==> config.mk <==
export PLATFORM = sky130hd
export DESIGN_NAME = rule_language_tokenizer
export DESIGN_NICKNAME = d
export VERILOG_FILES = /design/src/rlt_pkg.sv /design/src/rlt_scan.sv /design/src/rlt_fifo.sv /design/src/rule_language_tokenizer.sv
export VERILOG_INCLUDE_DIRS = /design/src /design/src/src
export SDC_FILE = /design/constraint.sdc
export NUM_CORES = 1
export LEC_CHECK = 0
export BUFFER_PORTS_ARGS = -buffer_cell sky130_fd_sc_hd__buf_2
export CELL_PAD_IN_SITES_DETAIL_PLACEMENT = 1
export CELL_PAD_IN_SITES_GLOBAL_PLACEMENT = 2
export CORE_UTILIZATION = 43
export CTS_CLUSTER_DIAMETER = 50
export DETAILED_ROUTE_END_ITERATION = 8
export PLACE_DENSITY = 0.79
export SLEW_MARGIN = 40
export SYNTH_ARGS = -nofsm -noshare
export SYNTH_HDL_FRONTEND = slang
export SYNTH_SLANG_ARGS = --single-unit
==> constraint.sdc <==
create_clock -name clk_i -period 4.6 [get_ports clk_i]
set_input_delay 0.23 -clock clk_i [delete_from_list [all_inputs] [get_ports clk_i]]
set_output_delay 0.23 -clock clk_i [all_outputs]
set_load 0.05 [all_outputs]
==> src/rule_language_tokenizer_macros.svh <==
// Assertion macros shared by the tokenizer RTL.
`ifndef RULE_LANGUAGE_TOKENIZER_MACROS_SVH
`define RULE_LANGUAGE_TOKENIZER_MACROS_SVH
`ifndef SYNTHESIS
`define RLT_ASSERT_IMP(lbl, clk, rst_n, ante, cons) \
  lbl: assert property (@(posedge clk) disable iff (!rst_n) (ante) |-> (cons)) \
    else $error("rlt: assertion failed");
`define RLT_ASSERT_NXT(lbl, clk, rst_n, ante, cons) \
  lbl: assert property (@(posedge clk) disable iff (!rst_n) (ante) |=> (cons)) \
    else $error("rlt: assertion failed");
`else
`define RLT_ASSERT_IMP(lbl, clk, rst_n, ante, cons)
`define RLT_ASSERT_NXT(lbl, clk, rst_n, ante, cons)
`endif
`endif

==> src/rlt_pkg.sv <==
// Shared types and constants of the rule language tokenizer.
package rlt_pkg;

  localparam int unsigned FLD_W      = 16;
  localparam int unsigned FIFO_DEPTH = 4;
  localparam int unsigned PTR_W      = 2;
  localparam int unsigned CNT_W      = 3;

  typedef enum logic [3:0] {
    K_IDENT    = 4'd0,
    K_INT      = 4'd1,
    K_SEMI     = 4'd2,
    K_COLON    = 4'd3,
    K_ARROW    = 4'd4,
    K_LPAREN   = 4'd5,
    K_RPAREN   = 4'd6,
    K_LBRACKET = 4'd7,
    K_RBRACKET = 4'd8,
    K_COMMA    = 4'd9,
    K_CMP      = 4'd10,
    K_END      = 4'd11,
    K_ERROR    = 4'd12
  } kind_e;

  localparam logic [2:0] OP_EQ = 3'd0;
  localparam logic [2:0] OP_NE = 3'd1;
  localparam logic [2:0] OP_LT = 3'd2;
  localparam logic [2:0] OP_LE = 3'd3;
  localparam logic [2:0] OP_GT = 3'd4;
  localparam logic [2:0] OP_GE = 3'd5;

  localparam logic [7:0] CH_NL     = 8'h0a;
  localparam logic [7:0] CH_TAB    = 8'h09;
  localparam logic [7:0] CH_CR     = 8'h0d;
  localparam logic [7:0] CH_SPACE  = 8'h20;
  localparam logic [7:0] CH_BANG   = 8'h21;
  localparam logic [7:0] CH_HASH   = 8'h23;
  localparam logic [7:0] CH_LPAREN = 8'h28;
  localparam logic [7:0] CH_RPAREN = 8'h29;
  localparam logic [7:0] CH_COMMA  = 8'h2c;
  localparam logic [7:0] CH_MINUS  = 8'h2d;
  localparam logic [7:0] CH_COLON  = 8'h3a;
  localparam logic [7:0] CH_SEMI   = 8'h3b;
  localparam logic [7:0] CH_LT     = 8'h3c;
  localparam logic [7:0] CH_EQ     = 8'h3d;
  localparam logic [7:0] CH_GT     = 8'h3e;
  localparam logic [7:0] CH_LBRACK = 8'h5b;
  localparam logic [7:0] CH_RBRACK = 8'h5d;
  localparam logic [7:0] CH_US     = 8'h5f;

  typedef struct packed {
    kind_e            kind;
    logic [2:0]       op;
    logic [FLD_W-1:0] line;
    logic [FLD_W-1:0] col;
    logic [FLD_W-1:0] len;
    logic             last;
  } result_t;

  // Up to two results caused by one accepted item; v1 only with v0.
  typedef struct packed {
    logic    v0;
    logic    v1;
    result_t r0;
    result_t r1;
  } emit_t;

endpackage

==> src/rlt_scan.sv <==
// Scanner state and per-item token decode of the rule language tokenizer.
`include "rule_language_tokenizer_macros.svh"

module rlt_scan #(
  parameter int unsigned POS_WIDTH = 16
) (
  input  logic            clk_i,
  input  logic            rst_ni,
  input  logic            acc_i,
  input  logic            cmd_i,
  input  logic [7:0]      chr_i,
  output rlt_pkg::emit_t  emit_o
);

  typedef enum logic [9:0] {
    M_IDLE    = 10'b00_0000_0001,
    M_IDENT   = 10'b00_0000_0010,
    M_INT     = 10'b00_0000_0100,
    M_COMMENT = 10'b00_0000_1000,
    M_MINUS   = 10'b00_0001_0000,
    M_EQ      = 10'b00_0010_0000,
    M_BANG    = 10'b00_0100_0000,
    M_LT      = 10'b00_1000_0000,
    M_GT      = 10'b01_0000_0000,
    M_ERROR   = 10'b10_0000_0000
  } mode_e;

  localparam logic [POS_WIDTH-1:0]     POS_ONE = POS_WIDTH'(1);
  localparam logic [POS_WIDTH-1:0]     POS_MAX = {POS_WIDTH{1'b1}};
  localparam logic [rlt_pkg::FLD_W-1:0] LEN_MAX = {rlt_pkg::FLD_W{1'b1}};

  mode_e                      mode_q, mode_d;
  logic [POS_WIDTH-1:0]       line_q, line_d, col_q, col_d;
  logic [POS_WIDTH-1:0]       tline_q, tline_d, tcol_q, tcol_d;
  logic [rlt_pkg::FLD_W-1:0]  tlen_q, tlen_d;

  logic [rlt_pkg::FLD_W-1:0]  cur_line, cur_col, tok_line, tok_col;
  logic                       is_alpha, is_digit, is_space;
  logic                       punct_v;
  rlt_pkg::kind_e             punct_k;

  logic                       sub_v, sub_begin, sub_step;
  mode_e                      sub_mode;
  rlt_pkg::result_t           sub_r;

  logic                       flush_v, sec_v, step, start, len_inc, clear;
  rlt_pkg::result_t           flush_r, sec_r;

  function automatic rlt_pkg::result_t mk(rlt_pkg::kind_e k, logic [2:0] op,
                                          logic [rlt_pkg::FLD_W-1:0] ln,
                                          logic [rlt_pkg::FLD_W-1:0] cl,
                                          logic [rlt_pkg::FLD_W-1:0] len);
    rlt_pkg::result_t r;
    r.kind = k;
    r.op   = op;
    r.line = ln;
    r.col  = cl;
    r.len  = len;
    r.last = 1'b0;
    return r;
  endfunction

  assign cur_line = rlt_pkg::FLD_W'(line_q);
  assign cur_col  = rlt_pkg::FLD_W'(col_q);
  assign tok_line = rlt_pkg::FLD_W'(tline_q);
  assign tok_col  = rlt_pkg::FLD_W'(tcol_q);

  assign is_alpha = (chr_i >= 8'h61 && chr_i <= 8'h7a) || (chr_i >= 8'h41 && chr_i <= 8'h5a);
  assign is_digit = chr_i >= 8'h30 && chr_i <= 8'h39;
  assign is_space = chr_i == rlt_pkg::CH_SPACE ||
                    (chr_i >= rlt_pkg::CH_TAB && chr_i <= rlt_pkg::CH_CR);

  always_comb begin
    punct_v = 1'b1;
    punct_k = rlt_pkg::K_SEMI;
    unique case (chr_i)
      rlt_pkg::CH_SEMI:   punct_k = rlt_pkg::K_SEMI;
      rlt_pkg::CH_COLON:  punct_k = rlt_pkg::K_COLON;
      rlt_pkg::CH_LPAREN: punct_k = rlt_pkg::K_LPAREN;
      rlt_pkg::CH_RPAREN: punct_k = rlt_pkg::K_RPAREN;
      rlt_pkg::CH_LBRACK: punct_k = rlt_pkg::K_LBRACKET;
      rlt_pkg::CH_RBRACK: punct_k = rlt_pkg::K_RBRACKET;
      rlt_pkg::CH_COMMA:  punct_k = rlt_pkg::K_COMMA;
      default:            punct_v = 1'b0;
    endcase
  end

  // Scan a byte as if between tokens, at the current position.
  always_comb begin
    sub_v     = 1'b0;
    sub_begin = 1'b0;
    sub_step  = 1'b0;
    sub_mode  = M_IDLE;
    sub_r     = mk(rlt_pkg::K_ERROR, rlt_pkg::OP_EQ, cur_line, cur_col, '0);
    priority if (is_space) begin
      sub_step = 1'b1;
    end else if (chr_i == rlt_pkg::CH_HASH) begin
      sub_mode = M_COMMENT;
      sub_step = 1'b1;
    end else if (is_alpha || chr_i == rlt_pkg::CH_US) begin
      sub_mode  = M_IDENT;
      sub_begin = 1'b1;
      sub_step  = 1'b1;
    end else if (is_digit) begin
      sub_mode  = M_INT;
      sub_begin = 1'b1;
      sub_step  = 1'b1;
    end else if (chr_i == rlt_pkg::CH_MINUS) begin
      sub_mode  = M_MINUS;
      sub_begin = 1'b1;
      sub_step  = 1'b1;
    end else if (chr_i == rlt_pkg::CH_EQ) begin
      sub_mode  = M_EQ;
      sub_begin = 1'b1;
      sub_step  = 1'b1;
    end else if (chr_i == rlt_pkg::CH_BANG) begin
      sub_mode  = M_BANG;
      sub_begin = 1'b1;
      sub_step  = 1'b1;
    end else if (chr_i == rlt_pkg::CH_LT) begin
      sub_mode  = M_LT;
      sub_begin = 1'b1;
      sub_step  = 1'b1;
    end else if (chr_i == rlt_pkg::CH_GT) begin
      sub_mode  = M_GT;
      sub_begin = 1'b1;
      sub_step  = 1'b1;
    end else if (punct_v) begin
      sub_v    = 1'b1;
      sub_r    = mk(punct_k, rlt_pkg::OP_EQ, cur_line, cur_col, rlt_pkg::FLD_W'(1));
      sub_step = 1'b1;
    end else begin
      // unexpected byte: error at its own position, position held
      sub_v    = 1'b1;
      sub_mode = M_ERROR;
    end
  end

  always_comb begin
    mode_d  = mode_q;
    flush_v = 1'b0;
    flush_r = mk(rlt_pkg::K_END, rlt_pkg::OP_EQ, cur_line, cur_col, '0);
    sec_v   = 1'b0;
    sec_r   = sub_r;
    step    = 1'b0;
    start   = 1'b0;
    len_inc = 1'b0;
    clear   = 1'b0;
    if (acc_i && cmd_i) begin
      clear = 1'b1;
      unique case (mode_q)
        M_ERROR: ;
        M_IDENT, M_INT: begin
          flush_v = 1'b1;
          flush_r = mk(mode_q == M_IDENT ? rlt_pkg::K_IDENT : rlt_pkg::K_INT,
                       rlt_pkg::OP_EQ, tok_line, tok_col, tlen_q);
          sec_v   = 1'b1;
          sec_r   = mk(rlt_pkg::K_END, rlt_pkg::OP_EQ, cur_line, cur_col, '0);
        end
        M_LT, M_GT: begin
          flush_v = 1'b1;
          flush_r = mk(rlt_pkg::K_CMP, mode_q == M_LT ? rlt_pkg::OP_LT : rlt_pkg::OP_GT,
                       tok_line, tok_col, rlt_pkg::FLD_W'(1));
          sec_v   = 1'b1;
          sec_r   = mk(rlt_pkg::K_END, rlt_pkg::OP_EQ, cur_line, cur_col, '0);
        end
        M_MINUS, M_EQ, M_BANG: begin
          flush_v = 1'b1;
          flush_r = mk(rlt_pkg::K_ERROR, rlt_pkg::OP_EQ, tok_line, tok_col, '0);
        end
        default: begin
          flush_v = 1'b1;
        end
      endcase
    end else if (acc_i) begin
      unique case (mode_q)
        M_IDLE: begin
          sec_v  = sub_v;
          mode_d = sub_mode;
          start  = sub_begin;
          step   = sub_step;
        end
        M_COMMENT: begin
          if (chr_i == rlt_pkg::CH_NL) begin
            mode_d = M_IDLE;
          end
          step = 1'b1;
        end
        M_IDENT, M_INT: begin
          if ((mode_q == M_IDENT && (is_alpha || is_digit || chr_i == rlt_pkg::CH_US)) ||
              (mode_q == M_INT && is_digit)) begin
            len_inc = 1'b1;
            step    = 1'b1;
          end else begin
            // emit the pending token, then rescan this byte
            flush_v = 1'b1;
            flush_r = mk(mode_q == M_IDENT ? rlt_pkg::K_IDENT : rlt_pkg::K_INT,
                         rlt_pkg::OP_EQ, tok_line, tok_col, tlen_q);
            sec_v   = sub_v;
            mode_d  = sub_mode;
            start   = sub_begin;
            step    = sub_step;
          end
        end
        M_MINUS, M_EQ, M_BANG: begin
          flush_v = 1'b1;
          if (chr_i == (mode_q == M_MINUS ? rlt_pkg::CH_GT : rlt_pkg::CH_EQ)) begin
            if (mode_q == M_MINUS) begin
              flush_r = mk(rlt_pkg::K_ARROW, rlt_pkg::OP_EQ, tok_line, tok_col,
                           rlt_pkg::FLD_W'(2));
            end else begin
              flush_r = mk(rlt_pkg::K_CMP, mode_q == M_EQ ? rlt_pkg::OP_EQ : rlt_pkg::OP_NE,
                           tok_line, tok_col, rlt_pkg::FLD_W'(2));
            end
            step   = 1'b1;
            mode_d = M_IDLE;
          end else begin
            flush_r = mk(rlt_pkg::K_ERROR, rlt_pkg::OP_EQ, tok_line, tok_col, '0);
            mode_d  = M_ERROR;
          end
        end
        M_LT, M_GT: begin
          flush_v = 1'b1;
          if (chr_i == rlt_pkg::CH_EQ) begin
            flush_r = mk(rlt_pkg::K_CMP, mode_q == M_LT ? rlt_pkg::OP_LE : rlt_pkg::OP_GE,
                         tok_line, tok_col, rlt_pkg::FLD_W'(2));
            step    = 1'b1;
            mode_d  = M_IDLE;
          end else begin
            flush_r = mk(rlt_pkg::K_CMP, mode_q == M_LT ? rlt_pkg::OP_LT : rlt_pkg::OP_GT,
                         tok_line, tok_col, rlt_pkg::FLD_W'(1));
            sec_v   = sub_v;
            mode_d  = sub_mode;
            start   = sub_begin;
            step    = sub_step;
          end
        end
        M_ERROR: ;
        default: mode_d = M_IDLE;
      endcase
    end
  end

  always_comb begin
    line_d  = line_q;
    col_d   = col_q;
    tline_d = tline_q;
    tcol_d  = tcol_q;
    tlen_d  = tlen_q;
    if (clear) begin
      line_d  = POS_ONE;
      col_d   = POS_ONE;
      tline_d = POS_ONE;
      tcol_d  = POS_ONE;
      tlen_d  = '0;
    end else begin
      if (start) begin
        tline_d = line_q;
        tcol_d  = col_q;
        tlen_d  = rlt_pkg::FLD_W'(1);
      end else if (len_inc && tlen_q != LEN_MAX) begin
        tlen_d = tlen_q + rlt_pkg::FLD_W'(1);
      end
      if (step) begin
        if (chr_i == rlt_pkg::CH_NL) begin
          if (line_q != POS_MAX) begin
            line_d = line_q + POS_ONE;
          end
          col_d = POS_ONE;
        end else if (col_q != POS_MAX) begin
          col_d = col_q + POS_ONE;
        end
      end
    end
  end

  always_comb begin
    emit_o.v0      = flush_v | sec_v;
    emit_o.v1      = flush_v & sec_v;
    emit_o.r0      = flush_v ? flush_r : sec_r;
    emit_o.r0.last = ~(flush_v & sec_v);
    emit_o.r1      = sec_r;
    emit_o.r1.last = 1'b1;
  end

  always_ff @(posedge clk_i or negedge rst_ni) begin
    if (!rst_ni) begin
      mode_q  <= M_IDLE;
      line_q  <= POS_ONE;
      col_q   <= POS_ONE;
      tline_q <= POS_ONE;
      tcol_q  <= POS_ONE;
      tlen_q  <= '0;
    end else begin
      mode_q  <= clear ? M_IDLE : mode_d;
      line_q  <= line_d;
      col_q   <= col_d;
      tline_q <= tline_d;
      tcol_q  <= tcol_d;
      tlen_q  <= tlen_d;
    end
  end

  `RLT_ASSERT_NXT(a_err_sticky, clk_i, rst_ni, mode_q == M_ERROR && !(acc_i && cmd_i), mode_q == M_ERROR)
  `RLT_ASSERT_NXT(a_end_resets, clk_i, rst_ni, acc_i && cmd_i, line_q == POS_ONE && col_q == POS_ONE && mode_q == M_IDLE)
  `RLT_ASSERT_IMP(a_no_emit_idle, clk_i, rst_ni, !acc_i, !emit_o.v0)

endmodule

==> src/rlt_fifo.sv <==
// Four-entry result queue, up to two pushes and one pop per cycle.
`include "rule_language_tokenizer_macros.svh"

module rlt_fifo (
  input  logic             clk_i,
  input  logic             rst_ni,
  input  rlt_pkg::emit_t   push_i,
  output logic             room_o,
  output logic             valid_o,
  input  logic             ready_i,
  output rlt_pkg::result_t head_o
);

  rlt_pkg::result_t                mem_q [rlt_pkg::FIFO_DEPTH];
  logic [rlt_pkg::PTR_W-1:0]       wptr_q, wptr_d, rptr_q, rptr_d;
  logic [rlt_pkg::CNT_W-1:0]       cnt_q, cnt_d;
  logic                            pop;

  assign pop     = valid_o & ready_i;
  assign valid_o = cnt_q != '0;
  assign head_o  = mem_q[rptr_q];
  // keep space for the two results one item may cause
  assign room_o  = cnt_q <= rlt_pkg::CNT_W'(rlt_pkg::FIFO_DEPTH - 2);

  always_comb begin
    wptr_d = wptr_q + rlt_pkg::PTR_W'(push_i.v0) + rlt_pkg::PTR_W'(push_i.v1);
    rptr_d = rptr_q + rlt_pkg::PTR_W'(pop);
    cnt_d  = cnt_q + rlt_pkg::CNT_W'(push_i.v0) + rlt_pkg::CNT_W'(push_i.v1)
           - rlt_pkg::CNT_W'(pop);
  end

  always_ff @(posedge clk_i) begin
    if (push_i.v0) begin
      mem_q[wptr_q] <= push_i.r0;
    end
    if (push_i.v1) begin
      mem_q[wptr_q + rlt_pkg::PTR_W'(1)] <= push_i.r1;
    end
  end

  always_ff @(posedge clk_i or negedge rst_ni) begin
    if (!rst_ni) begin
      wptr_q <= '0;
      rptr_q <= '0;
      cnt_q  <= '0;
    end else begin
      wptr_q <= wptr_d;
      rptr_q <= rptr_d;
      cnt_q  <= cnt_d;
    end
  end

  `RLT_ASSERT_IMP(a_cnt_bound, clk_i, rst_ni, 1'b1, cnt_q <= rlt_pkg::CNT_W'(rlt_pkg::FIFO_DEPTH))
  `RLT_ASSERT_IMP(a_pair_order, clk_i, rst_ni, push_i.v1, push_i.v0)
  `RLT_ASSERT_IMP(a_push_room, clk_i, rst_ni, push_i.v0, room_o)

endmodule

==> src/rule_language_tokenizer.sv <==
// Top level of the rule language tokenizer: stream ports, scanner and result queue.
// A result is written into the queue at the clock edge that accepts the item causing it.
// Throughput: one item per cycle while each item gives at most one result and the
// queue has room; an item that flushes a pending token and gives its own puts two
// results into the four-entry queue, which delivers one result per cycle while m_axis_tready is high.
// Reset (rst_ni low, asynchronous): scanner idle at line 1, column 1; queue empty.
module rule_language_tokenizer #(
  parameter int unsigned POS_WIDTH = 16
) (
  input  logic        clk_i,
  input  logic        rst_ni,
  input  logic        s_axis_tvalid,
  output logic        s_axis_tready,
  input  logic [7:0]  s_axis_tdata,  // [7:0] char_byte
  input  logic [0:0]  s_axis_tuser,  // [0] cmd
  output logic        m_axis_tvalid,
  input  logic        m_axis_tready,
  output logic [55:0] m_axis_tdata,  // [2:0] compare_op, [18:3] start_line,
                                     // [34:19] start_column, [50:35] token_length
  output logic [3:0]  m_axis_tuser,  // [3:0] token_kind
  output logic        m_axis_tlast   // last_of_run
);

  logic             acc;
  rlt_pkg::emit_t   emit;
  rlt_pkg::result_t head;

  assign acc = s_axis_tvalid & s_axis_tready;

  rlt_scan #(
    .POS_WIDTH(POS_WIDTH)
  ) u_scan (
    .clk_i (clk_i),
    .rst_ni(rst_ni),
    .acc_i (acc),
    .cmd_i (s_axis_tuser[0]),
    .chr_i (s_axis_tdata),
    .emit_o(emit)
  );

  rlt_fifo u_fifo (
    .clk_i  (clk_i),
    .rst_ni (rst_ni),
    .push_i (emit),
    .room_o (s_axis_tready),
    .valid_o(m_axis_tvalid),
    .ready_i(m_axis_tready),
    .head_o (head)
  );

  assign m_axis_tdata = {5'b0, head.len, head.col, head.line, head.op};
  assign m_axis_tuser = head.kind;
  assign m_axis_tlast = head.last;

endmodule
==> flow_summary.toml, run 1 <==
[synth]
ys_seq_area_share_pct = 52.5
synth_area_leader_cell = "edfxtp_1"
syn-instance-count = 1312
async_flop_share_pct = 30.2
synthTopCellsByCount = "a22o_1 (190), edfxtp_1 (148), dfrtp_1 (92)"
synthDistinctLibCells = 90
netlist_top_cells_area = "edfxtp_1 (28%), dfrtp_1 (14%), a22o_1 (10%), dfxtp_1 (9.5%), mux4_2 (7.9%)"
syn_area_um2 = 16000
synth-seq-cells = 321
syn_area_per_cell_um2 = 12.2
ys.warnings.count = 0
synth_edf_count = 148
synth.most_common_cell = "a22o_1"
synth_top_area_share_pct = 27.8
synth_ff_type = "edfxtp_1"

[placed_design]
dp_hpwl_um = 27800
place_ws_ns = 0.712
io_buffers = 70
gp_congestion = 0.834

[die]
die_w_um = 195
core_um2 = 36600
num_rows = 70
num_io_pins = 76
fp.dieH_um = 195
initial_core_util_pct = 43.7
die-area_um2 = 38000

[pwr]
leakagePower_uw = 0.00715
ir_worst_vdd_uv = 357
power_density_nw_per_um2 = 528

[setup_path]
critPathSlowestCell = "or4_4"
cp-end-kind = "flop"
max_stage_delay_ns = 0.61
crit_path_max_fanout = 32
worstPathCellList = "or4_4 -> nor4_1 -> o21ai_1 -> o41ai_2 -> buf_4 -> a21o_1 -> inv_4 -> o31ai_4 -> buf_4 -> a22o_1"
path_class = "flop to flop"
worstPathRequired_ns = 5.00
critPathTopFamily = "compound AO/OA/AOI/OAI gates"
cpMostUsedCell = "buf_4"
worstSetupStartpointType = "flop"
crit_arrival_ns = 4.37
path_buf_inv = 3

[clock_tree]
cts_tree = "yes"
htreeDepth = 2
cts.clk_slew.worst_paths_ns = 0.06
clockBufferDepth = 3
clkSinkCount = 321
clk_latency_ns = 0.54
hold_buffers = 1
postCtsSetupRepairBufs = 0
ctsResizeCount = 0
cts_buffers = 40
cts_root_buffer = "clkbuf_16"

[drt]
wl_um = 44700
drc = 0
avgRoutedWirePerCell_um = 24.4
dr.first_iter.drc_count = 683
ant_nets = 0
vias = 11500
first_pass_iters = 5
viasPerCell = 6.26

[sta]
fmax_ghz = 0.252
fin_tns_setup_ns = 0
setup_viol = 0
slew_viol_final = 0
clock_skew_ns = 0.0269
finalHoldViolCount = 0
rsz0062_at_grt = "false"
fin_crit_ns = 3.97
fin_ws_ns = 0.630
tightest_slew_ns = 0.776
maxSlewHeadroom_pct = 48.1
fin_crit_sh_pct = 86.3

[status]
status = "complete, no violations"

[global_routing]
track_usage_pct = 24.0
grt_pass1_wl_um = 70800
grt_start_max_net_pins = 48
grt_pass1_vias = 12100
antenna_found_initial = 0
grt_remaining_overflow = 0

[cells_and_area]
syn2layout_area_growth_pct = 12.1
finalNetCount = 1354
drive_above_1_share_pct = 20.5

[min_path]
hp-class = "input pin to flop"

[run]
max_cap_viol_count = 0
[worst min-delay path, stage by stage]
cell	delay (ns)
buf_2	0.18
nand4_1	0.12
o21ai_0	0.07
[layer usage]
metal  wire length (µm)  vias up  global-route usage [%]
li1                   -     5160                       -
met1              20500     5980                    34.0
met2              21200      276                    38.8
met3               2160       66                    3.18
met4                817        0                    6.53
met5                  0        -                       0
[registers in the layout, summed over array words and instances (netlist names)]
| register | flops |
|---|---|
| u_scan.cur_line | 16 |
| u_scan.mode_q | 10 |
| u_scan.tlen_q | 16 |
| u_fifo.cnt_q | 3 |
| u_fifo.wptr_q | 2 |
| u_scan.col_q | 16 |
| u_scan.tcol_q | 16 |
| u_scan.tline_q | 16 |
| u_fifo.rptr_q | 2 |
| u_fifo.mem_q | 224 |
[path summary, 6_finish.rpt]
path / slack [ns] / from / depth (start not counted) / to
setup / recovery: 0.63 / u_scan.mode_q[4] / 10 / u_fifo.mem_q[3][33]
hold / removal: 0.13 / s_axis_tdata[0] / 3 / u_scan.mode_q[3]
setup reg to reg: 0.63 / u_scan.mode_q[4] / 10 / u_fifo.mem_q[3][33]
hold reg to reg: 0.46 / u_fifo.mem_q[2][51] / 1 / u_fifo.mem_q[2][51]
max in group asynchronous: 3.42 / rst_ni / 3 / u_fifo.rptr_q[0]
min in group asynchronous: 0.17 / rst_ni / 2 / u_scan.tcol_q[9]
[cell usage in the layout (no fill, tap or decap), drive strengths merged, types with 10 or more instances in the layout]
master | netlist | routed
nand4 | 33 | 33
or3 | 15 | 15
inv | 25 | 25
xor2 | 16 | 16
clkbuf | 73 | 56
mux2i | 36 | 36
dfrtp | 92 | 92
nor3 | 14 | 14
nand2b | 13 | 13
dfxtp | 76 | 76
o22ai | 17 | 17
or4 | 11 | 11
o2bb2ai | 10 | 10
nor2 | 83 | 83
nand3 | 16 | 16
nand2 | 69 | 69
mux4 | 56 | 56
and3 | 23 | 23
buf | 55 | 101
a22o | 190 | 190
o21ai | 52 | 52
clkinv | 0 | 15
o31ai | 18 | 18
edfxtp | 148 | 148
a21oi | 42 | 42
[metrics by stage]
step | instance area, µm² | util [%] | hold slack [ns] | total power, µW | instances
final | 17900 | 49.0 | 0.128 | 9470 | 1833
after global routing | 17900 | 49.0 | 0.157 | 9870 | 1832
after CTS | 17900 | 49.0 | 0.123 | 9560 | 1832
after detailed placement | 16600 | 45.3 | 0.179 | 6420 | 1757
after global placement | 16500 | 45.2 | 0.180 | 6340 | 1755
after floorplan | 16000 | - | -0.0656 | 5560 | 1316
[kinds of logic (layout without fill, tap and decap cells)]
logic type,Yosys count,in the layout,synth area share (%)
AOI/OAI and AO/OA,386,386,19.1
and+or+nand+nor,325,325,11.2
DFF,321,321,52.5
buffers and inverters,153,201,4.72
muxes,94,94,10.3
xor gates and xnor gates,23,23,1.26
adders and majority gates,9,9,0.845
other,1,6,0.0234
[layout make-up]
class                   instances  area [µm²]
fillers                      3775       18700
flip-flops and latches        321        8400
multi-input cells             842        6900
clock buffers                  56        1140
repair buffers                102         621
well taps                     468         586
clock inverters                18         184
inverters                      25        96.3
diodes                          1        2.50
[power breakdown]
part           internal (µW)  total (µW)  switching, µW  leakage (µW)
clock                   1870        3120           1250      0.000648
combinational            838        2900           2060       0.00311
sequential              3230        3450            221       0.00339
No activity file was read; power rests on OpenSTA's default activity.
==> run 2: changes to the inputs <==
--- a/config.mk
+++ b/config.mk
@@ -9,11 +9,12 @@
 export BUFFER_PORTS_ARGS = -buffer_cell sky130_fd_sc_hd__buf_2
 export CELL_PAD_IN_SITES_DETAIL_PLACEMENT = 1
 export CELL_PAD_IN_SITES_GLOBAL_PLACEMENT = 2
-export CORE_UTILIZATION = 43
+export CORE_UTILIZATION = 45
 export CTS_CLUSTER_DIAMETER = 50
 export DETAILED_ROUTE_END_ITERATION = 8
 export PLACE_DENSITY = 0.79
 export SLEW_MARGIN = 40
 export SYNTH_ARGS = -nofsm -noshare
 export SYNTH_HDL_FRONTEND = slang
+export SYNTH_HIERARCHICAL = 1
 export SYNTH_SLANG_ARGS = --single-unit
==> flow_summary.toml, run 2 <==
[clock_tree]
htreeDepth = 2
clockBufferDepth = 3
clk_latency_ns = 0.53
ctsResizeCount = 0
cts.clk_slew.worst_paths_ns = 0.06
cts_buffers = 38
cts_tree = "yes"
clkSinkCount = 321
postCtsSetupRepairBufs = 0
cts_root_buffer = "clkbuf_16"
hold_buffers = 1

[min_path]
hp-class = "input pin to flop"

[die]
initial_core_util_pct = 45.6
fp.dieH_um = 200
num_io_pins = 76
die-area_um2 = 40000
core_um2 = 38600
die_w_um = 200
num_rows = 72

[cells_and_area]
fillers = 3783
syn2layout_area_growth_pct = 12.0
drive_above_1_share_pct = 28.4
largest_reg_flops = 224
multi_input_area_um2 = 7880
finalNetCount = 1347
top_register = "u_fifo/mem_q"
fin_util_pct = 51.1
ff_latch_area_um2 = 9170
stdcell_area_um2 = 19700
diodes = 0
most-common-layout-cells = "edfxtp_1 (224), mux2_1 (139), mux2_2 (96)"
final_common_cell = "edfxtp_1"

[run]
max_cap_viol_count = 0

[pwr]
ir_worst_vdd_uv = 341
leakagePower_uw = 0.00779
power_density_nw_per_um2 = 524

[placed_design]
placed_cell_area_um2 = 18400
dp_hpwl_um = 27300
gp_congestion = 0.805
io_buffers = 70

[drt]
avgRoutedWirePerCell_um = 23.5
viasPerCell = 5.89
drc = 1
ant_nets = 0
first_pass_iters = 7
dr.first_iter.drc_count = 693
vias = 11000
wl_um = 44000

[setup_path]
critPathSlowestCell = "or4_4"
crit_arrival_ns = 4.08
worstSetupStartpointType = "flop"
crit_path_max_fanout = 34
cp-end-kind = "flop"
path_class = "flop to flop"
worstPathCellList = "or4_4 -> or3b_1 -> nor3_2 -> o211a_1 -> nor2b_1 -> nand3b_1 -> o21ai_4 -> buf_4"
worstPathRequired_ns = 4.76
max_stage_delay_ns = 0.63

[synth]
synth_area_leader_cell = "edfxtp_1"
syn_area_per_cell_um2 = 13.9
async_flop_share_pct = 30.2
synthTopCellsByCount = "edfxtp_1 (224), mux2_1 (139), mux2_2 (96)"
synth.most_common_cell = "edfxtp_1"
synthDistinctLibCells = 87
synth-seq-cells = 321
syn-instance-count = 1268
ys_seq_area_share_pct = 52.0
syn_area_um2 = 17600
synth_ff_type = "edfxtp_1"
synth_top_area_share_pct = 38.2
ys.warnings.count = 6
synth_edf_count = 224
netlist_top_cells_area = "edfxtp_1 (38%), dfrtp_1 (13%), mux2_1 (8.9%), mux4_2 (7.2%), mux2_2 (6.1%)"

[status]
status = "finished, violations left"
violations = "design-rule violations"

[global_routing]
grt_start_max_net_pins = 56
grt_pass1_wl_um = 69800
grt_remaining_overflow = 0
antenna_found_initial = 0
grt_pass1_vias = 12100
track_usage_pct = 22.7

[sta]
finalHoldViolCount = 0
fmax_ghz = 0.255
maxSlewHeadroom_pct = 46.7
fin_crit_sh_pct = 85.3
whs_ns = 0.0887
fin_crit_ns = 3.92
setup_viol = 0
rsz0062_at_grt = "false"
tightest_slew_ns = 0.789
clock_skew_ns = 0.0169
slew_viol_final = 0
==> run 2: cell count changes after synthesis, sizes merged, moves of 30 or more <==
cell    delta
buf       +33
nand2     -30
mux2i     -31
nor2      -35
dfxtp     -76
mux2     +262
clkbuf    -52
edfxtp    +76
a22o     -160
==> run 2: final timing paths <==
kind,from,end,slack [ns],cells past startpoint
max reg2reg,u_scan/mode_q[5],u_fifo/mem_q[2][28],0.68,8
max,u_scan/mode_q[5],u_fifo/mem_q[2][28],0.68,8
min reg2reg,u_scan/tcol_q[9],u_scan/tcol_q[9],0.50,1
min in group asynchronous,rst_ni,u_scan/tlen_q[3],0.15,2
max in group asynchronous,rst_ni,u_scan/col_q[14],3.26,4
min,m_axis_tready,u_fifo/rptr_q[0],0.09,3
==> run 2: final cells by class <==
class	count	share of cell area (%)
repair buffers	105	3.49
multi-input cells	845	39.9
flip-flops and latches	321	46.4
well taps	518	3.28
clock inverters	16	1.03
inverters	14	0.266
clock buffers	53	5.57
==> run 2: per-stage QoR <==
step | total power (µW) | TNS [ns] | cells | setup WS [ns]
detailed placement | 7320 | 0 | 1802 | 0.686
CTS | 10400 | 0 | 1872 | 0.657
floorplan | 6510 | -8.87 | 1289 | -0.0879
global route | 10800 | 0 | 1872 | 0.482
global placement | 7250 | 0 | 1800 | 0.757
finish | 10300 | 0 | 1872 | 0.677
==> run 2: worst max-delay path: cells and delay by family (launching register included) <==
family                 cells  cell delay (ns)
DFF                        1             0.48
buffers and inverters      1             0.50
and+or+nand+nor            5             2.15
AOI/OAI and AO/OA          2             0.39
==> run 2: where the power goes <==
part	internal, µW	switching, µW
registers	3440	296
logic	1110	2380
clock network	1910	1200
total	6460	3880
==> run 2: kinds of logic (layout without fill, tap and decap cells) <==
| kind of cell | count (synthesis) | after routing | synth area share (%) |
|---|---|---|---|
| AND/OR/NAND/NOR | 288 | 288 | 9.74 |
| buffers and inverters | 123 | 188 | 4.26 |
| multiplexers | 325 | 325 | 24.9 |
| other | 3 | 24 | 0.0639 |
| flip-flops | 321 | 321 | 52.0 |
| AO/OA/AOI/OAI | 176 | 176 | 7.15 |
| XOR/XNOR | 23 | 23 | 1.14 |
| adder cells (fa/ha/maj) | 9 | 9 | 0.766 |
==> run 2: routing by layer <==
metal  vias to the layer above  track usage [%]  part of all wire, %
li1                       5035                -                    -
met1                      5737             30.5                   45
met2                       193             38.6                   50
met3                        61             3.14                  3.3
met4                         0             5.94                  1.9
met5                         -                0                    0
